--- src/design/pcss_pkg.sv ---
// Package for the page carousel slide sequencer.
// Holds shared constants, codes, structs and page helper functions.
// No dependencies.
`timescale 1ns / 1ps

package pcss_pkg;

   localparam int MAX_PAGES    = 16;
   localparam int PAGE_W       = 4;
   localparam int COUNT_W      = 5;
   localparam int SLIDE_W      = 16;
   localparam int TICK_BITS    = 16;
   localparam int PANEL_WIDTH  = 32;
   localparam int PANEL_HEIGHT = 8;
   localparam int QUOT_W       = $clog2(PANEL_WIDTH);
   localparam int MAG_W        = QUOT_W + 1;
   localparam int HEIGHT_SHIFT = $clog2(PANEL_WIDTH / PANEL_HEIGHT);
   localparam int CSR_ADDR_W   = 5;
   localparam int CSR_DATA_W   = 32;

   typedef enum logic [2:0] {
      ACT_TICK     = 3'd0,
      ACT_NEXT     = 3'd1,
      ACT_PREV     = 3'd2,
      ACT_JUMP     = 3'd3,
      ACT_SLIDE_TO = 3'd4
   } action_type;

   typedef enum logic [2:0] {
      CSR_PAGE_COUNT      = 3'd0,
      CSR_TICKS_PER_PAGE  = 3'd1,
      CSR_TICKS_PER_SLIDE = 3'd2,
      CSR_AUTO_ADVANCE    = 3'd3,
      CSR_SLIDE_STYLE     = 3'd4,
      CSR_AUTO_BACKWARD   = 3'd5
   } csr_index_type;

   typedef enum logic [1:0] {
      STYLE_LEFT  = 2'd0,
      STYLE_RIGHT = 2'd1,
      STYLE_UP    = 2'd2,
      STYLE_DOWN  = 2'd3
   } slide_style_type;

   typedef enum logic [1:0] {
      SEQ_IDLE,
      SEQ_SETUP,
      SEQ_DIVIDE,
      SEQ_FINISH
   } seq_state_type;

   typedef struct packed {
      logic [COUNT_W-1:0] page_count;
      logic [SLIDE_W-1:0] ticks_per_page;
      logic [SLIDE_W-1:0] ticks_per_slide;
      logic               auto_advance;
      logic [1:0]         slide_style;
   } cfg_type;

   typedef struct packed {
      logic page_count_we;
      logic direction_we;
      logic direction;
   } cfg_write_type;

   typedef struct packed {
      logic              sliding;
      logic [PAGE_W-1:0] shown_page;
      logic              direction_back;
      logic [PAGE_W-1:0] pending_page;
      logic              pending_valid;
   } carousel_type;

   function automatic logic [COUNT_W-1:0] effective_pages(logic [COUNT_W-1:0] page_count);
      logic [COUNT_W-1:0] limit;
      limit = COUNT_W'(MAX_PAGES);
      return (page_count > limit) ? limit : page_count;
   endfunction

   function automatic logic [PAGE_W-1:0] following_page(carousel_type s,
                                                        logic [COUNT_W-1:0] n);
      logic [COUNT_W-1:0] up;
      logic [COUNT_W-1:0] last;
      logic [PAGE_W-1:0]  result;
      up   = {1'b0, s.shown_page} + COUNT_W'(1);
      last = n - COUNT_W'(1);
      if (s.pending_valid) begin
         result = s.pending_page;
      end else if (n == '0) begin
         result = s.shown_page;
      end else if (s.direction_back) begin
         result = (s.shown_page == '0) ? last[PAGE_W-1:0] : s.shown_page - PAGE_W'(1);
      end else begin
         result = (up == n) ? '0 : up[PAGE_W-1:0];
      end
      return result;
   endfunction

endpackage

--- src/design/page_carousel_slide_sequencer.sv ---
// Page carousel slide sequencer: each accepted word passes setup, five divider
// steps, divider done and finish before its result is loaded; setup goes straight
// to finish when no divide is needed. One word at a time: the next word is accepted
// once the result is loaded. The shared one-bit-per-cycle divider sets the pace; a
// held result stalls intake. Synchronous active-high reset: showing page 0, forward,
// counters cleared, auto_advance 1, other control registers 0, result data not reset.
`timescale 1ns / 1ps

module page_carousel_slide_sequencer #(
   parameter int TICK_BITS = pcss_pkg::TICK_BITS
) (
   input  logic                               clock,
   input  logic                               reset,
   input  logic                               req_valid,
   output logic                               req_ready,
   input  logic [2:0]                         req_action,
   input  logic [pcss_pkg::PAGE_W-1:0]        req_target_page,
   output logic                               rsp_valid,
   input  logic                               rsp_ready,
   output logic [pcss_pkg::PAGE_W-1:0]        rsp_current_page,
   output logic [pcss_pkg::PAGE_W-1:0]        rsp_incoming_page,
   output logic                               rsp_sliding,
   output logic signed [6:0]                  rsp_out_x,
   output logic signed [4:0]                  rsp_out_y,
   output logic signed [7:0]                  rsp_in_x,
   output logic signed [5:0]                  rsp_in_y,
   output logic                               rsp_early_phase,
   output logic                               rsp_late_phase,
   input  logic                               csr_psel,
   input  logic                               csr_penable,
   input  logic                               csr_pwrite,
   input  logic [pcss_pkg::CSR_ADDR_W-1:0]    csr_paddr,
   input  logic [pcss_pkg::CSR_DATA_W-1:0]    csr_pwdata,
   output logic [pcss_pkg::CSR_DATA_W-1:0]    csr_prdata,
   output logic                               csr_pready
);

   localparam int CMP_W   = (TICK_BITS > pcss_pkg::SLIDE_W) ? TICK_BITS : pcss_pkg::SLIDE_W;
   localparam int PHASE_W = CMP_W + 3;

   pcss_pkg::cfg_type        cfg;
   pcss_pkg::cfg_write_type  cfg_wr;
   pcss_pkg::carousel_type   status;
   pcss_pkg::seq_state_type  seq_ff, seq_in;
   logic [TICK_BITS-1:0]     tick_count;
   logic [CMP_W-1:0]         tick_w;
   logic [pcss_pkg::COUNT_W-1:0] pages;
   logic                     accept;
   logic                     active;
   logic                     saturate;
   logic                     div_start;
   logic                     div_done;
   logic [pcss_pkg::QUOT_W-1:0] div_quotient;
   logic [pcss_pkg::MAG_W-1:0]  mag_ff, mag_in;
   logic [pcss_pkg::MAG_W-1:0]  mag_h;
   logic signed [7:0]        mw, mh, ox, oy, ix, iy;
   logic [PHASE_W-1:0]       five_t, tps_x, four_tps;
   logic                     load;

   logic                     rsp_valid_ff, rsp_valid_in;
   logic [pcss_pkg::PAGE_W-1:0] current_ff, incoming_ff;
   logic                     sliding_ff, early_ff, late_ff;
   logic signed [6:0]        out_x_ff;
   logic signed [4:0]        out_y_ff;
   logic signed [7:0]        in_x_ff;
   logic signed [5:0]        in_y_ff;

   pcss_csr u_csr (
      .clock       (clock),
      .reset       (reset),
      .csr_psel    (csr_psel),
      .csr_penable (csr_penable),
      .csr_pwrite  (csr_pwrite),
      .csr_paddr   (csr_paddr),
      .csr_pwdata  (csr_pwdata),
      .csr_prdata  (csr_prdata),
      .csr_pready  (csr_pready),
      .cfg         (cfg),
      .cfg_wr      (cfg_wr)
   );

   pcss_state #(
      .TICK_BITS (TICK_BITS)
   ) u_state (
      .clock       (clock),
      .reset       (reset),
      .cfg         (cfg),
      .cfg_wr      (cfg_wr),
      .accept      (accept),
      .action      (req_action),
      .target_page (req_target_page),
      .status      (status),
      .tick_count  (tick_count)
   );

   pcss_divider u_divider (
      .clock    (clock),
      .reset    (reset),
      .start    (div_start),
      .dividend (tick_w[pcss_pkg::SLIDE_W-1:0]),
      .divisor  (cfg.ticks_per_slide),
      .done     (div_done),
      .quotient (div_quotient)
   );

   assign req_ready = (seq_ff == pcss_pkg::SEQ_IDLE);
   assign accept    = req_valid && req_ready;
   assign pages     = pcss_pkg::effective_pages(cfg.page_count);
   assign tick_w    = CMP_W'(tick_count);
   assign active    = status.sliding && (pages != '0) && (cfg.ticks_per_slide != '0);
   assign saturate  = tick_w >= CMP_W'(cfg.ticks_per_slide);

   always_comb begin
      seq_in       = seq_ff;
      mag_in       = mag_ff;
      div_start    = 1'b0;
      load         = 1'b0;
      rsp_valid_in = rsp_valid_ff && !rsp_ready;
      case (seq_ff)
         pcss_pkg::SEQ_IDLE: begin
            if (accept) seq_in = pcss_pkg::SEQ_SETUP;
         end
         pcss_pkg::SEQ_SETUP: begin
            if (!active) begin
               mag_in = '0;
               seq_in = pcss_pkg::SEQ_FINISH;
            end else if (saturate) begin
               mag_in = pcss_pkg::MAG_W'(pcss_pkg::PANEL_WIDTH);
               seq_in = pcss_pkg::SEQ_FINISH;
            end else begin
               div_start = 1'b1;
               seq_in    = pcss_pkg::SEQ_DIVIDE;
            end
         end
         pcss_pkg::SEQ_DIVIDE: begin
            if (div_done) begin
               mag_in = pcss_pkg::MAG_W'(div_quotient);
               seq_in = pcss_pkg::SEQ_FINISH;
            end
         end
         pcss_pkg::SEQ_FINISH: begin
            if (!rsp_valid_ff || rsp_ready) begin
               load         = 1'b1;
               rsp_valid_in = 1'b1;
               seq_in       = pcss_pkg::SEQ_IDLE;
            end
         end
         default: begin
            seq_in = pcss_pkg::SEQ_IDLE;
         end
      endcase
   end

   assign mag_h    = mag_ff >> pcss_pkg::HEIGHT_SHIFT;
   assign mw       = signed'(8'(mag_ff));
   assign mh       = signed'(8'(mag_h));
   assign five_t   = {PHASE_W'(tick_w) << 2} + PHASE_W'(tick_w);
   assign tps_x    = PHASE_W'(cfg.ticks_per_slide);
   assign four_tps = tps_x << 2;

   always_comb begin
      ox = '0;
      oy = '0;
      ix = '0;
      iy = '0;
      if (active) begin
         case (cfg.slide_style)
            pcss_pkg::STYLE_LEFT: begin
               ox = -mw;
               ix = 8'(pcss_pkg::PANEL_WIDTH) - mw;
            end
            pcss_pkg::STYLE_RIGHT: begin
               ox = mw;
               ix = mw - 8'(pcss_pkg::PANEL_WIDTH);
            end
            pcss_pkg::STYLE_UP: begin
               oy = -mh;
               iy = 8'(pcss_pkg::PANEL_HEIGHT) - mh;
            end
            default: begin
               oy = mh;
               iy = mh - 8'(pcss_pkg::PANEL_HEIGHT);
            end
         endcase
         if (status.direction_back) begin
            ox = -ox;
            oy = -oy;
            ix = -ix;
            iy = -iy;
         end
      end
   end

   always_ff @(posedge clock) begin
      if (reset) begin
         seq_ff       <= pcss_pkg::SEQ_IDLE;
         rsp_valid_ff <= 1'b0;
      end else begin
         seq_ff       <= seq_in;
         rsp_valid_ff <= rsp_valid_in;
      end
   end

   always_ff @(posedge clock) begin
      mag_ff <= mag_in;
      if (load) begin
         current_ff  <= status.shown_page;
         incoming_ff <= pcss_pkg::following_page(status, pages);
         sliding_ff  <= status.sliding;
         out_x_ff    <= ox[6:0];
         out_y_ff    <= oy[4:0];
         in_x_ff     <= ix;
         in_y_ff     <= iy[5:0];
         early_ff    <= active && (five_t < tps_x);
         late_ff     <= active && (five_t > four_tps);
      end
   end

   assign rsp_valid         = rsp_valid_ff;
   assign rsp_current_page  = current_ff;
   assign rsp_incoming_page = incoming_ff;
   assign rsp_sliding       = sliding_ff;
   assign rsp_out_x         = out_x_ff;
   assign rsp_out_y         = out_y_ff;
   assign rsp_in_x          = in_x_ff;
   assign rsp_in_y          = in_y_ff;
   assign rsp_early_phase   = early_ff;
   assign rsp_late_phase    = late_ff;

endmodule

--- src/design/pcss_csr.sv ---
// Configuration registers of the page carousel slide sequencer.
// APB-style write and read port, write strobes for state side effects.
// Depends on pcss_pkg.
`timescale 1ns / 1ps

module pcss_csr (
   input  logic                                clock,
   input  logic                                reset,
   input  logic                                csr_psel,
   input  logic                                csr_penable,
   input  logic                                csr_pwrite,
   input  logic [pcss_pkg::CSR_ADDR_W-1:0]     csr_paddr,
   input  logic [pcss_pkg::CSR_DATA_W-1:0]     csr_pwdata,
   output logic [pcss_pkg::CSR_DATA_W-1:0]     csr_prdata,
   output logic                                csr_pready,
   output pcss_pkg::cfg_type                   cfg,
   output pcss_pkg::cfg_write_type             cfg_wr
);

   logic [pcss_pkg::COUNT_W-1:0] page_count_ff, page_count_in;
   logic [pcss_pkg::SLIDE_W-1:0] ticks_per_page_ff, ticks_per_page_in;
   logic [pcss_pkg::SLIDE_W-1:0] ticks_per_slide_ff, ticks_per_slide_in;
   logic                         auto_advance_ff, auto_advance_in;
   logic [1:0]                   slide_style_ff, slide_style_in;
   logic                         auto_backward_ff, auto_backward_in;
   logic                         write_en;
   logic [2:0]                   index;

   assign write_en   = csr_psel && csr_penable && csr_pwrite;
   assign index      = csr_paddr[4:2];
   assign csr_pready = 1'b1;

   always_comb begin
      page_count_in      = page_count_ff;
      ticks_per_page_in  = ticks_per_page_ff;
      ticks_per_slide_in = ticks_per_slide_ff;
      auto_advance_in    = auto_advance_ff;
      slide_style_in     = slide_style_ff;
      auto_backward_in   = auto_backward_ff;
      cfg_wr             = '0;
      csr_prdata         = '0;
      case (index)
         pcss_pkg::CSR_PAGE_COUNT: begin
            csr_prdata = pcss_pkg::CSR_DATA_W'(page_count_ff);
            if (write_en) begin
               page_count_in        = csr_pwdata[pcss_pkg::COUNT_W-1:0];
               cfg_wr.page_count_we = 1'b1;
            end
         end
         pcss_pkg::CSR_TICKS_PER_PAGE: begin
            csr_prdata = pcss_pkg::CSR_DATA_W'(ticks_per_page_ff);
            if (write_en) ticks_per_page_in = csr_pwdata[pcss_pkg::SLIDE_W-1:0];
         end
         pcss_pkg::CSR_TICKS_PER_SLIDE: begin
            csr_prdata = pcss_pkg::CSR_DATA_W'(ticks_per_slide_ff);
            if (write_en) ticks_per_slide_in = csr_pwdata[pcss_pkg::SLIDE_W-1:0];
         end
         pcss_pkg::CSR_AUTO_ADVANCE: begin
            csr_prdata = pcss_pkg::CSR_DATA_W'(auto_advance_ff);
            if (write_en) auto_advance_in = csr_pwdata[0];
         end
         pcss_pkg::CSR_SLIDE_STYLE: begin
            csr_prdata = pcss_pkg::CSR_DATA_W'(slide_style_ff);
            if (write_en) slide_style_in = csr_pwdata[1:0];
         end
         pcss_pkg::CSR_AUTO_BACKWARD: begin
            csr_prdata = pcss_pkg::CSR_DATA_W'(auto_backward_ff);
            if (write_en) begin
               auto_backward_in    = csr_pwdata[0];
               cfg_wr.direction_we = 1'b1;
               cfg_wr.direction    = csr_pwdata[0];
            end
         end
         default: begin
            csr_prdata = '0;
         end
      endcase
   end

   always_ff @(posedge clock) begin
      if (reset) begin
         page_count_ff      <= '0;
         ticks_per_page_ff  <= '0;
         ticks_per_slide_ff <= '0;
         auto_advance_ff    <= 1'b1;
         slide_style_ff     <= '0;
         auto_backward_ff   <= 1'b0;
      end else begin
         page_count_ff      <= page_count_in;
         ticks_per_page_ff  <= ticks_per_page_in;
         ticks_per_slide_ff <= ticks_per_slide_in;
         auto_advance_ff    <= auto_advance_in;
         slide_style_ff     <= slide_style_in;
         auto_backward_ff   <= auto_backward_in;
      end
   end

   assign cfg.page_count      = page_count_ff;
   assign cfg.ticks_per_page  = ticks_per_page_ff;
   assign cfg.ticks_per_slide = ticks_per_slide_ff;
   assign cfg.auto_advance    = auto_advance_ff;
   assign cfg.slide_style     = slide_style_ff;

endmodule

--- src/design/pcss_state.sv ---
// Carousel state registers and the per-word state update.
// Applies tick and manual actions and configuration side effects.
// Depends on pcss_pkg.
`timescale 1ns / 1ps

module pcss_state #(
   parameter int TICK_BITS = pcss_pkg::TICK_BITS
) (
   input  logic                          clock,
   input  logic                          reset,
   input  pcss_pkg::cfg_type             cfg,
   input  pcss_pkg::cfg_write_type       cfg_wr,
   input  logic                          accept,
   input  logic [2:0]                    action,
   input  logic [pcss_pkg::PAGE_W-1:0]   target_page,
   output pcss_pkg::carousel_type        status,
   output logic [TICK_BITS-1:0]          tick_count
);

   localparam int CMP_W = (TICK_BITS > pcss_pkg::SLIDE_W) ? TICK_BITS : pcss_pkg::SLIDE_W;

   pcss_pkg::carousel_type state_ff, state_in;
   logic [TICK_BITS-1:0]   tick_ff, tick_in;
   logic                   saved_dir_ff, saved_dir_in;
   logic                   manual_ff, manual_in;
   logic [TICK_BITS-1:0]   tick_inc;
   logic [CMP_W-1:0]       tick_inc_w;
   logic [pcss_pkg::COUNT_W-1:0] pages;
   logic                   target_ok;

   assign pages      = pcss_pkg::effective_pages(cfg.page_count);
   assign tick_inc   = (tick_ff == {TICK_BITS{1'b1}}) ? tick_ff : tick_ff + TICK_BITS'(1);
   assign tick_inc_w = CMP_W'(tick_inc);
   assign target_ok  = {1'b0, target_page} < pages;

   always_comb begin
      state_in     = state_ff;
      tick_in      = tick_ff;
      saved_dir_in = saved_dir_ff;
      manual_in    = manual_ff;
      if (cfg_wr.page_count_we) begin
         tick_in                = '0;
         state_in.sliding       = 1'b0;
         state_in.shown_page    = '0;
         state_in.pending_valid = 1'b0;
      end else if (cfg_wr.direction_we) begin
         state_in.direction_back = cfg_wr.direction;
         saved_dir_in            = cfg_wr.direction;
      end else if (accept) begin
         case (action)
            pcss_pkg::ACT_TICK: begin
               tick_in = tick_inc;
               if (pages != '0) begin
                  if (state_ff.sliding) begin
                     if (tick_inc_w >= CMP_W'(cfg.ticks_per_slide)) begin
                        state_in.sliding       = 1'b0;
                        state_in.shown_page    = pcss_pkg::following_page(state_ff, pages);
                        tick_in                = '0;
                        state_in.pending_valid = 1'b0;
                     end
                  end else begin
                     if (manual_ff) begin
                        state_in.direction_back = saved_dir_ff;
                        manual_in               = 1'b0;
                     end
                     if (tick_inc_w >= CMP_W'(cfg.ticks_per_page)) begin
                        if (cfg.auto_advance) state_in.sliding = 1'b1;
                        tick_in = '0;
                     end
                  end
               end
            end
            pcss_pkg::ACT_NEXT, pcss_pkg::ACT_PREV: begin
               if (!state_ff.sliding) begin
                  manual_in               = 1'b1;
                  state_in.sliding        = 1'b1;
                  tick_in                 = '0;
                  saved_dir_in            = state_ff.direction_back;
                  state_in.direction_back = (action == pcss_pkg::ACT_PREV);
               end
            end
            pcss_pkg::ACT_JUMP: begin
               if (target_ok) begin
                  tick_in = '0;
                  if (target_page != state_ff.shown_page) begin
                     state_in.sliding    = 1'b0;
                     state_in.shown_page = target_page;
                  end
               end
            end
            pcss_pkg::ACT_SLIDE_TO: begin
               if (target_ok) begin
                  tick_in = '0;
                  if (target_page != state_ff.shown_page) begin
                     state_in.pending_page   = target_page;
                     state_in.pending_valid  = 1'b1;
                     saved_dir_in            = state_ff.direction_back;
                     manual_in               = 1'b1;
                     state_in.sliding        = 1'b1;
                     state_in.direction_back = target_page < state_ff.shown_page;
                  end
               end
            end
            default: begin
               tick_in = tick_ff;
            end
         endcase
      end
   end

   always_ff @(posedge clock) begin
      if (reset) begin
         state_ff     <= '0;
         tick_ff      <= '0;
         saved_dir_ff <= 1'b0;
         manual_ff    <= 1'b0;
      end else begin
         state_ff     <= state_in;
         tick_ff      <= tick_in;
         saved_dir_ff <= saved_dir_in;
         manual_ff    <= manual_in;
      end
   end

   assign status     = state_ff;
   assign tick_count = tick_ff;

endmodule

--- src/design/pcss_divider.sv ---
// Shared restoring divider, one quotient bit per cycle.
// Yields floor(2^QUOT_W * dividend / divisor) for dividend below divisor.
// Depends on pcss_pkg.
`timescale 1ns / 1ps

module pcss_divider (
   input  logic                              clock,
   input  logic                              reset,
   input  logic                              start,
   input  logic [pcss_pkg::SLIDE_W-1:0]      dividend,
   input  logic [pcss_pkg::SLIDE_W-1:0]      divisor,
   output logic                              done,
   output logic [pcss_pkg::QUOT_W-1:0]       quotient
);

   localparam int STEP_W = $clog2(pcss_pkg::QUOT_W + 1);

   logic                            busy_ff, busy_in;
   logic                            done_ff, done_in;
   logic [STEP_W-1:0]               step_ff, step_in;
   logic [pcss_pkg::SLIDE_W-1:0]    rem_ff, rem_in;
   logic [pcss_pkg::QUOT_W-1:0]     quot_ff, quot_in;
   logic [pcss_pkg::SLIDE_W:0]      shifted;
   logic [pcss_pkg::SLIDE_W:0]      diff;
   logic                            fits;
   logic                            last;

   assign shifted = {rem_ff, 1'b0};
   assign diff    = shifted - {1'b0, divisor};
   assign fits    = shifted >= {1'b0, divisor};
   assign last    = step_ff == STEP_W'(pcss_pkg::QUOT_W - 1);

   always_comb begin
      busy_in = busy_ff;
      done_in = 1'b0;
      step_in = step_ff;
      rem_in  = rem_ff;
      quot_in = quot_ff;
      if (start) begin
         busy_in = 1'b1;
         step_in = '0;
         rem_in  = dividend;
         quot_in = '0;
      end else if (busy_ff) begin
         rem_in  = fits ? diff[pcss_pkg::SLIDE_W-1:0] : shifted[pcss_pkg::SLIDE_W-1:0];
         quot_in = {quot_ff[pcss_pkg::QUOT_W-2:0], fits};
         step_in = step_ff + STEP_W'(1);
         if (last) begin
            busy_in = 1'b0;
            done_in = 1'b1;
         end
      end
   end

   always_ff @(posedge clock) begin
      if (reset) begin
         busy_ff <= 1'b0;
         done_ff <= 1'b0;
         step_ff <= '0;
      end else begin
         busy_ff <= busy_in;
         done_ff <= done_in;
         step_ff <= step_in;
      end
   end

   always_ff @(posedge clock) begin
      rem_ff  <= rem_in;
      quot_ff <= quot_in;
   end

   assign done     = done_ff;
   assign quotient = quot_ff;

endmodule

--- config.mk ---
export PLATFORM = sky130hd
export DESIGN_NAME = page_carousel_slide_sequencer
export DESIGN_NICKNAME = d
export VERILOG_FILES = /design/src/design/pcss_pkg.sv /design/src/design/page_carousel_slide_sequencer.sv /design/src/design/pcss_csr.sv /design/src/design/pcss_state.sv /design/src/design/pcss_divider.sv
export SDC_FILE = /design/constraint.sdc
export NUM_CORES = 1
export LEC_CHECK = 0
export BUFFER_PORTS_ARGS = -buffer_cell sky130_fd_sc_hd__buf_2
export CAP_MARGIN = 40
export CORE_ASPECT_RATIO = 1.75
export CORE_UTILIZATION = 50
export CTS_CLUSTER_SIZE = 28
export DETAILED_ROUTE_END_ITERATION = 12
export GPL_TIMING_DRIVEN = 0
export HOLD_SLACK_MARGIN = 0.1
export PLACE_DENSITY = 0.77
export SLEW_MARGIN = 40
export SYNTH_ARGS = -nofsm -noshare
export SYNTH_HDL_FRONTEND = slang
export SYNTH_SLANG_ARGS = --single-unit
--- constraint.sdc ---
create_clock -name clock -period 8.8 [get_ports clock]
set_clock_uncertainty 0.15 [all_clocks]
set_input_delay 0.44 -clock clock [delete_from_list [all_inputs] [get_ports clock]]
set_output_delay 0.44 -clock clock [all_outputs]
set_load 0.02 [all_outputs]
==> results.cfg, run 1 <==
[worst_hold_path]
hp-class = input pin to flop

[pwr]
swShare = 0.309
cellPowerDensity_mw_per_mm2 = 151
power_frac_comb = 0.215
power.leakage_nw = 5.43
switching_power_uw = 589
power.internal_mw = 1.32
ir_drop_mv = 0.136
clkPwrFrac = 0.410
p_seq_frac = 0.375

[yosys]
synthFlopType = dfxtp_1
synth_seq_cells = 134
yosys.area.top_type_share = 0.150
synth_edf_count = 51
ys_seq_area_frac = 0.288
syn_area_mm2 = 0.0111
synth_most_common_cell = nor2_1
ys_warn_count = 0
syn_inst = 1325
yosys.area.top_type = dfxtp_1
yosys-top-cells-count = nor2_1, ha_1, nand2_1
syn_area_per_cell_um2 = 8.37
synth_cell_types = 81
yosys-top-cells-area = dfxtp_1, ha_1, edfxtp_1
async_flop_share = 0

[drt]
drt_wl_total_mm = 35.5
final_antenna_net_count = 0
drt-initial-drc-count = 802
drcViolationCount = 0
dr.pass1.iters = 7
vias_per_cell = 6.18
wl_per_cell_um = 20.3
num_vias = 10800

[floorplan]
core_area_mm2 = 0.0216
die_area_mm2 = 0.0228
die_h_um = 199
rows = 71
fp.dieW_um = 115
io_pins = 123
initial_core_util = 0.514

[sta]
fin_setup_tns_ns = 0
setup_violations = 0
fin_crit_ns = 4.91
final_hold_viol_count = 0
fin_crit_sh = 0.558
relSlewSlack = 0.431
setup_ws_ns = 3.89
rsz0062_at_grt = no
fmax_mhz = 204
tightestPinTransition_ns = 0.845
drv_slew = 0

[placement]
place.gp.congestion = 1.01
dp_cells = 1716
dp_hpwl_mm = 27.5
port_buffers = 83
post-place-ws_ns = 4.01
dpl-instance-area_mm2 = 0.0120

[clock_tree]
cts_max_level = 4
cts_tree = yes
clkTransAtPathRegs_ns = 0.06
clkSinkCount = 134
numCtsBuffers = 17
root_buffer = clkbuf_16
clkLatencyLatePin_ns = 0.45
cts_buffer_depth = 2
cts_setup_buffers = 0

[final_layout]
diodes = 0
nets = 1631
layout-drive-gt1-share = 0.134
fin_cells = 1753
postLayoutCellArea_mm2 = 0.0127
area_growth_pct = 14.1

[setup_path]
cp_slowest_stage_delay_ns = 0.60
start_kind = flop
cp_slowest_cell = dfxtp_1
crit_path_cell_trace = ha_1 -> nor2b_1 -> o31ai_1 -> a21boi_1 -> o31ai_1 -> a211oi_1 -> or3_1 -> and2_1 -> ha_1 -> a211o_1 -> a2111oi_0 -> nand2_1 -> o21ai_0 -> a21oi_1
end_kind = flop
worstSetupPathType = flop to flop
required_ns = 8.81
cp_max_fo = 11
critPathArrivalTime_ns = 4.92

[global_route]
grt_pass1_vias = 10700
antenna_found_initial = 0
gr-usage-all-layers = 0.324
grt_start_max_net_pins = 23
gr-total-overflow = 0
grt_pass1_wl_mm = 55.3

[job]
maxCapViolations = 0

[run_status]
status = completed
[worst max-delay path, delay by kind of cell (launching register included)]
kind	cells	cell delay, ns
AOI/OAI and AO/OA	8	2.37
and+or+nand+nor	4	0.82
adders and majority gates	2	0.69
DFF	1	0.60
[per-layer routing]
| layer | track usage | vias up | wire length, um |
|---|---|---|---|
| li1 | - | 5068 | - |
| met1 | 0.296 | 5017 | 11700 |
| met2 | 0.585 | 541 | 18200 |
| met3 | 0.0768 | 212 | 2330 |
| met4 | 0.295 | 0 | 3350 |
| met5 | 0 | - | 0 |
[power by group through the flow]
stage / Clock, mW / Combinational, mW / Sequential [mW]
finish: 0.783 / 0.410 / 0.715
global route: 0.808 / 0.455 / 0.719
CTS: 0.784 / 0.404 / 0.714
detailed placement: 0 / 0.396 / 0.727
global placement: 0 / 0.384 / 0.726
floorplan: 0 / 0.291 / 0.727
[sequential cells by signal, indices dropped and copies added (netlist names), 4 cells and up]
| name | cells |
|---|---|
| u_state.status | 11 |
| mag_ff | 6 |
| u_divider.quotient | 5 |
| rsp_out_y | 5 |
| u_csr.ticks_per_page_ff | 16 |
| rsp_incoming_page | 4 |
| rsp_current_page | 4 |
| u_csr.page_count_ff | 5 |
| rsp_out_x | 7 |
| u_divider.rem_ff | 16 |
| u_state.tick_count | 16 |
| u_csr.ticks_per_slide_ff | 16 |
[repair_timing]
item | CTS | global route
hold buffers | 5 | 0
setup endpoints to repair | 0 | 0
endpoints found under the hold margin | 7 | 0
gates resized for setup | 0 | 0
[cells in the final DEF (no fill, tap or decap), types with 13 or more instances in the layout]
master     instances
nor2_1           144
ha_1             130
nand2_1          124
buf_2             94
dfxtp_1           83
a21oi_1           77
inv_1             68
edfxtp_1          51
o21ai_0           48
mux2i_1           45
clkbuf_1          40
xnor2_1           30
nand3_1           29
o21a_1            27
buf_4             27
nand2b_1          25
nor2b_1           25
nor3_1            24
nand4_1           20
o211ai_1          19
and2_1            19
a21o_1            18
conb_1            17
clkbuf_16         17
nor4_1            16
and3_1            16
or2_2             15
o221ai_1          14
a211oi_1          13
a22oi_1           13
[path summary, 6_finish.rpt]
check                                              endpoint  depth (start not counted)  slack (ns)                  start
worst min-delay path            u_csr.ticks_per_slide_ff[4]                          3        0.11          csr_pwdata[4]
worst min register to register          rsp_current_page[3]                          0        0.28      u_state.status[9]
worst max register to register               rsp_late_phase                         14        3.89  u_state.tick_count[4]
worst max-delay path                         rsp_late_phase                         14        3.89  u_state.tick_count[4]
[through the flow]
stage               hold slack (ns)  total power, mW   util
floorplan                     0.253             1.02      -
global placement              0.255             1.11  0.553
detailed placement            0.266             1.12  0.554
CTS                           0.101             1.90  0.585
global route                  0.113             1.98  0.586
finish                        0.105             1.91  0.586
[final cells by class]
class / instances / area [um2]
Inverter: 68 / 255
Clock inverter: 14 / 196
Sequential cell: 134 / 3190
Buffer: 80 / 430
Multi-Input combinational cell: 1058 / 7290
Tap cell: 292 / 365
Fill cell: 1935 / 8930
Clock buffer: 18 / 439
Timing Repair Buffer: 89 / 480
[logic make-up (layout without fill, tap and decap cells)]
family | Yosys count | in the layout | share of synthesized area
compound gates | 328 | 328 | 0.205
xor+xnor | 41 | 41 | 0.0343
fa+ha+maj | 132 | 132 | 0.150
buf+inv | 148 | 269 | 0.0618
flops | 134 | 134 | 0.288
mux | 49 | 49 | 0.0447
other cells | 2 | 17 | 0.000677
simple gates | 491 | 491 | 0.215
Note: power is estimated with default switching activity, not from simulation.
==> run 2, diff against run 1 <==
Clock period 8.8 ns to 4.6 ns, I/O delays scaled along.
==> run 2 against run 1 <==
Against the previous run:
- sequential share of layout area fell by 0.36 points
- fmax rose by 9.9%
- highest routed layer unchanged
- hold slack improved by 0.048 ns
- first-iteration DRC count fell by 6.1%
- combinational power rose by 95%
- critical endpoint unchanged
- clock power rose by 92%
==> results.cfg, run 2 (synthesis results as in run 1) <==
[setup_path]
critPathArrivalTime_ns = 4.48
worstSetupPathType = flop to flop
r2r_slack_ns = 0.13
startpoint = u_state.tick_count[7]
required_ns = 4.61
end_kind = flop
r2r-end = rsp_late_phase
r2r_cells = 14
r2r-start = u_state.tick_count[7]
start_kind = flop
cp_max_fo = 10

[global_route]
gr-total-overflow = 0
grt_start_max_net_pins = 23
grt_pass1_vias = 10800
antenna_found_initial = 0
gr-usage-all-layers = 0.326
grt_pass1_wl_mm = 55.8

[placement]
post-place-ws_ns = -0.193
port_buffers = 83
dp_hpwl_mm = 27.5
dp_cells = 1716
place.gp.congestion = 1.01

[final_layout]
final_common_cell = nor2_1
diodes = 0
nets = 1648
nFillCells = 1904
final_util = 0.596
area_growth_pct = 16.0
fin_cells = 1770
mostFrequentLayoutCells = nor2_1, ha_1, nand2_1
layout-drive-gt1-share = 0.140

[floorplan]
die_h_um = 199
die_area_mm2 = 0.0228
rows = 71
io_pins = 123
initial_core_util = 0.514
core_area_mm2 = 0.0216
fp.dieW_um = 115

[sta]
drv_slew = 0
setup_violations = 0
setup_ws_ns = 0.133
tightestPinTransition_ns = 0.853
fin_crit_sh = 0.971
rsz0062_at_grt = yes
final_hold_viol_count = 0
fmax_mhz = 224
relSlewSlack = 0.425
fin_setup_tns_ns = 0
fin_crit_ns = 4.47
hold_slack_ns = 0.153

[clock_tree]
cts_setup_buffers = 0
clkSinkCount = 134
cts_buffer_depth = 2
numCtsBuffers = 17
clkLatencyLatePin_ns = 0.45
cts_max_level = 4
cts_tree = yes
clkTransAtPathRegs_ns = 0.06
root_buffer = clkbuf_16

[pwr]
cellPowerDensity_mw_per_mm2 = 285
ir_drop_mv = 0.259
power.internal_mw = 2.54
clkPwrFrac = 0.409
power_frac_comb = 0.218
p_seq_frac = 0.373
swShare = 0.309
power.leakage_nw = 5.50
switching_power_mw = 1.13

[drt]
drcViolationCount = 0
drt_wl_total_mm = 35.9
drt-initial-drc-count = 753
dr.pass1.iters = 5
wl_per_cell_um = 20.3
final_antenna_net_count = 0
num_vias = 11000
vias_per_cell = 6.20

[worst_hold_path]
hp-start = csr_paddr[4]
hold_path_end = u_csr.auto_advance_ff
min_path_cells = 5
hp-class = input pin to flop

[job]
maxCapViolations = 0

[run_status]
status = completed
run 2: cell types whose count changed in the layout (fill, tap and decap cells not counted), moves of 2 or more:
cell	before	now
dfxtp_1	83	78
o31ai_1	7	5
dfxtp_2	0	5
dlygate4sd3_1	5	22
run 2: timing repair:
action | in CTS | in global routing
resized for setup | 5 | 8
endpoints found under the hold margin | 49 | 0
hold buffers | 22 | 0
setup endpoints to repair | 8 | 12
run 2: worst max-delay path by stage:
stage | slack, ns | depth (start not counted) | endpoint
5_1_grt | -0.006 | 15 | rsp_late_phase
6_report | 0.13 | 14 | rsp_late_phase
3_5_place_dp | -0.19 | 14 | rsp_late_phase
3_3_place_gp | -0.10 | 14 | rsp_late_phase
4_1_cts | 0.07 | 14 | rsp_late_phase
2_1_floorplan | 0.72 | 16 | rsp_late_phase
run 2: critical path: stages, from the launching register on:
cell       delay (ns)
dfxtp_1          0.60
ha_1             0.37
o21a_1           0.19
o21a_1           0.18
a21boi_2         0.17
o31ai_2          0.30
a211oi_2         0.14
or3_1            0.37
and2_1           0.19
ha_1             0.31
a211o_1          0.31
a2111oi_0        0.38
nand2_1          0.09
o21ai_0          0.25
a21oi_1          0.17
run 2: routing by layer:
metal	GRT usage	part of all wire	vias to the layer above
li1	-	-	5091
met1	0.298	0.33	5090
met2	0.589	0.51	556
met3	0.0783	0.063	240
met4	0.295	0.097	0
met5	0	0	-
run 2: cell type report:
class                           instances  area [um2]  area share
Buffer                                 80         430      0.0335
Sequential cell                       134        3200       0.249
Clock inverter                         14         196      0.0153
Clock buffer                           18         439      0.0341
Tap cell                              292         365      0.0284
Timing Repair Buffer                  106         651      0.0506
Multi-Input combinational cell       1058        7330       0.570
Inverter                               68         255      0.0198
run 2: stage by stage:
stage               area (um2)  total power [mW]
floorplan                11100              1.95
global placement         11900              2.12
detailed placement       12000              2.15
CTS                      12800              3.65
global route             12900              3.81
finish                   12900              3.67
run 2: power by group through the flow:
stage / clock network (mW) / registers [mW] / logic [mW]
floorplan: 0 / 1.39 / 0.556
global route: 1.54 / 1.38 / 0.886
global placement: 0 / 1.39 / 0.734
CTS: 1.50 / 1.37 / 0.786
detailed placement: 0 / 1.39 / 0.758
finish: 1.50 / 1.37 / 0.800
==> run 3, diff against run 2 <==
Settings changed: CORE_MARGIN set to 8.
==> run 3 against run 2 <==
Against the previous run:
- critical path depth grew 1
- cell area up 0.22%
- highest routed layer unchanged
- sequential share of layout area decreased by 0.056 points
- via count down 1.0%
- largest power group unchanged
- combinational power about the same
- first-iteration DRC count down 1.6%
- fmax rose by 1.0%
- worst setup slack improved by 0.044 ns
- utilization is 0.94 points lower
==> results.cfg, run 3 (synthesis results as in run 1) <==
[pwr]
ir_drop_mv = 0.267
finalPower_mw = 3.68
power.leakage_nw = 5.51
cellPowerDensity_mw_per_mm2 = 286

[clock_tree]
root_buffer = clkbuf_16
clkSinkCount = 134
numCtsBuffers = 17
cts_tree = yes
clkTransAtPathRegs_ns = 0.07
cts_max_level = 4
cts_buffer_depth = 2
clkLatencyLatePin_ns = 0.46

[setup_path]
cp_slowest_stage_delay_ns = 0.49
required_ns = 4.63
cp_slowest_cell = fa_1
start_kind = flop
crit_path_cell_trace = inv_1 -> fa_1 -> nor2b_1 -> o31ai_2 -> a21boi_2 -> o31ai_4 -> a211oi_2 -> o21ai_0 -> and2_1 -> ha_1 -> a211o_1 -> a2111oi_0 -> nand2_1 -> o21ai_1 -> a21oi_1
critPathArrivalTime_ns = 4.45
cp_max_fo = 10
end_kind = flop
worstSetupPathType = flop to flop

[drt]
dr.pass1.iters = 6
final_antenna_net_count = 0
wl_per_cell_um = 20.4
drcViolationCount = 0
num_vias = 10900
vias_per_cell = 6.12
drt_wl_total_mm = 36.3
drt-initial-drc-count = 741

[final_layout]
diodes = 0
area_growth_pct = 16.2
fin_cells = 1775
final_util = 0.587
mostFrequentLayoutCells = nor2_1, ha_1, nand2_1
postLayoutCellArea_mm2 = 0.0129
nFillCells = 1977
nets = 1649
final_common_cell = nor2_1
layout-drive-gt1-share = 0.140

[placement]
post-place-ws_ns = -0.284
dp_hpwl_mm = 28.2
port_buffers = 83
dpl-instance-area_mm2 = 0.0120
place.gp.congestion = 1.00
dp_cells = 1720

[sta]
fin_setup_tns_ns = 0
hold_slack_ns = 0.203
rsz0062_at_grt = no
fin_crit_ns = 4.42
setup_ws_ns = 0.177
relSlewSlack = 0.457
fin_crit_sh = 0.961
drv_slew = 0
final_hold_viol_count = 0
tightestPinTransition_ns = 0.810
setup_violations = 0
fmax_mhz = 226

[floorplan]
initial_core_util = 0.505
die_h_um = 213
core_area_mm2 = 0.0220
die_area_mm2 = 0.0274
rows = 72
fp.dieW_um = 129
io_pins = 123

[global_route]
grt_start_max_net_pins = 23
grt_pass1_wl_mm = 56.9
gr-total-overflow = 0
gr-usage-all-layers = 0.270
grt_pass1_vias = 11000
antenna_found_initial = 0

[job]
maxCapViolations = 0

[run_status]
status = completed

[worst_hold_path]
hp-class = input pin to flop
run 3: cell count changes in the layout (fill, tap and decap cells not counted), sizes merged:
cell / delta
buf: +1
clkbuf: -1
clkinv: -1
clkinvlp: -3
inv: +5
run 3: final timing paths:
path	start	endpoint	slack [ns]	depth (start not counted)
setup reg to reg	u_state.tick_count[3]	rsp_late_phase	0.18	15
hold / removal	csr_paddr[4]	u_csr.auto_advance_ff	0.20	5
setup / recovery	u_state.tick_count[3]	rsp_late_phase	0.18	15
hold reg to reg	u_state.status[9]	rsp_current_page[3]	0.28	0
run 3: area by class of cell:
cell class / count / area, um2 / share of cell area
clock inverters: 15 / 215 / 0.0167
clock buffers: 17 / 425 / 0.0330
multi-input cells: 1058 / 7340 / 0.569
well taps: 296 / 370 / 0.0287
inverters: 68 / 255 / 0.0198
plain buffers: 80 / 430 / 0.0334
flip-flops and latches: 134 / 3200 / 0.248
repair buffers: 107 / 658 / 0.0510
run 3: power breakdown:
group	switching [mW]	internal, mW
Combinational	0.498	0.305
Sequential	0.0607	1.31
Clock	0.589	0.922
run 3: timing repair:
item	in CTS	in global routing
pin swaps	0	1
hold endpoints to repair	51	0
gates resized for setup	6	8
hold buffers	22	0
buffers inserted	0	1
endpoints found under the setup margin	8	22
run 3: critical path, delay by kind of cell (launching register included):
family          cells  cell delay, ns
flops               1            0.45
fa+ha+maj           2            0.80
compound gates      9            2.02
buf+inv             1            0.21
simple gates        3            0.52
run 3: layer usage:
metal  up-vias  wire [um]  track usage
met5         -          0            0
met4         0       3350        0.239
met3       212       2000       0.0493
met2       475      18700        0.494
met1      5087      12200        0.249
li1       5089          -            -
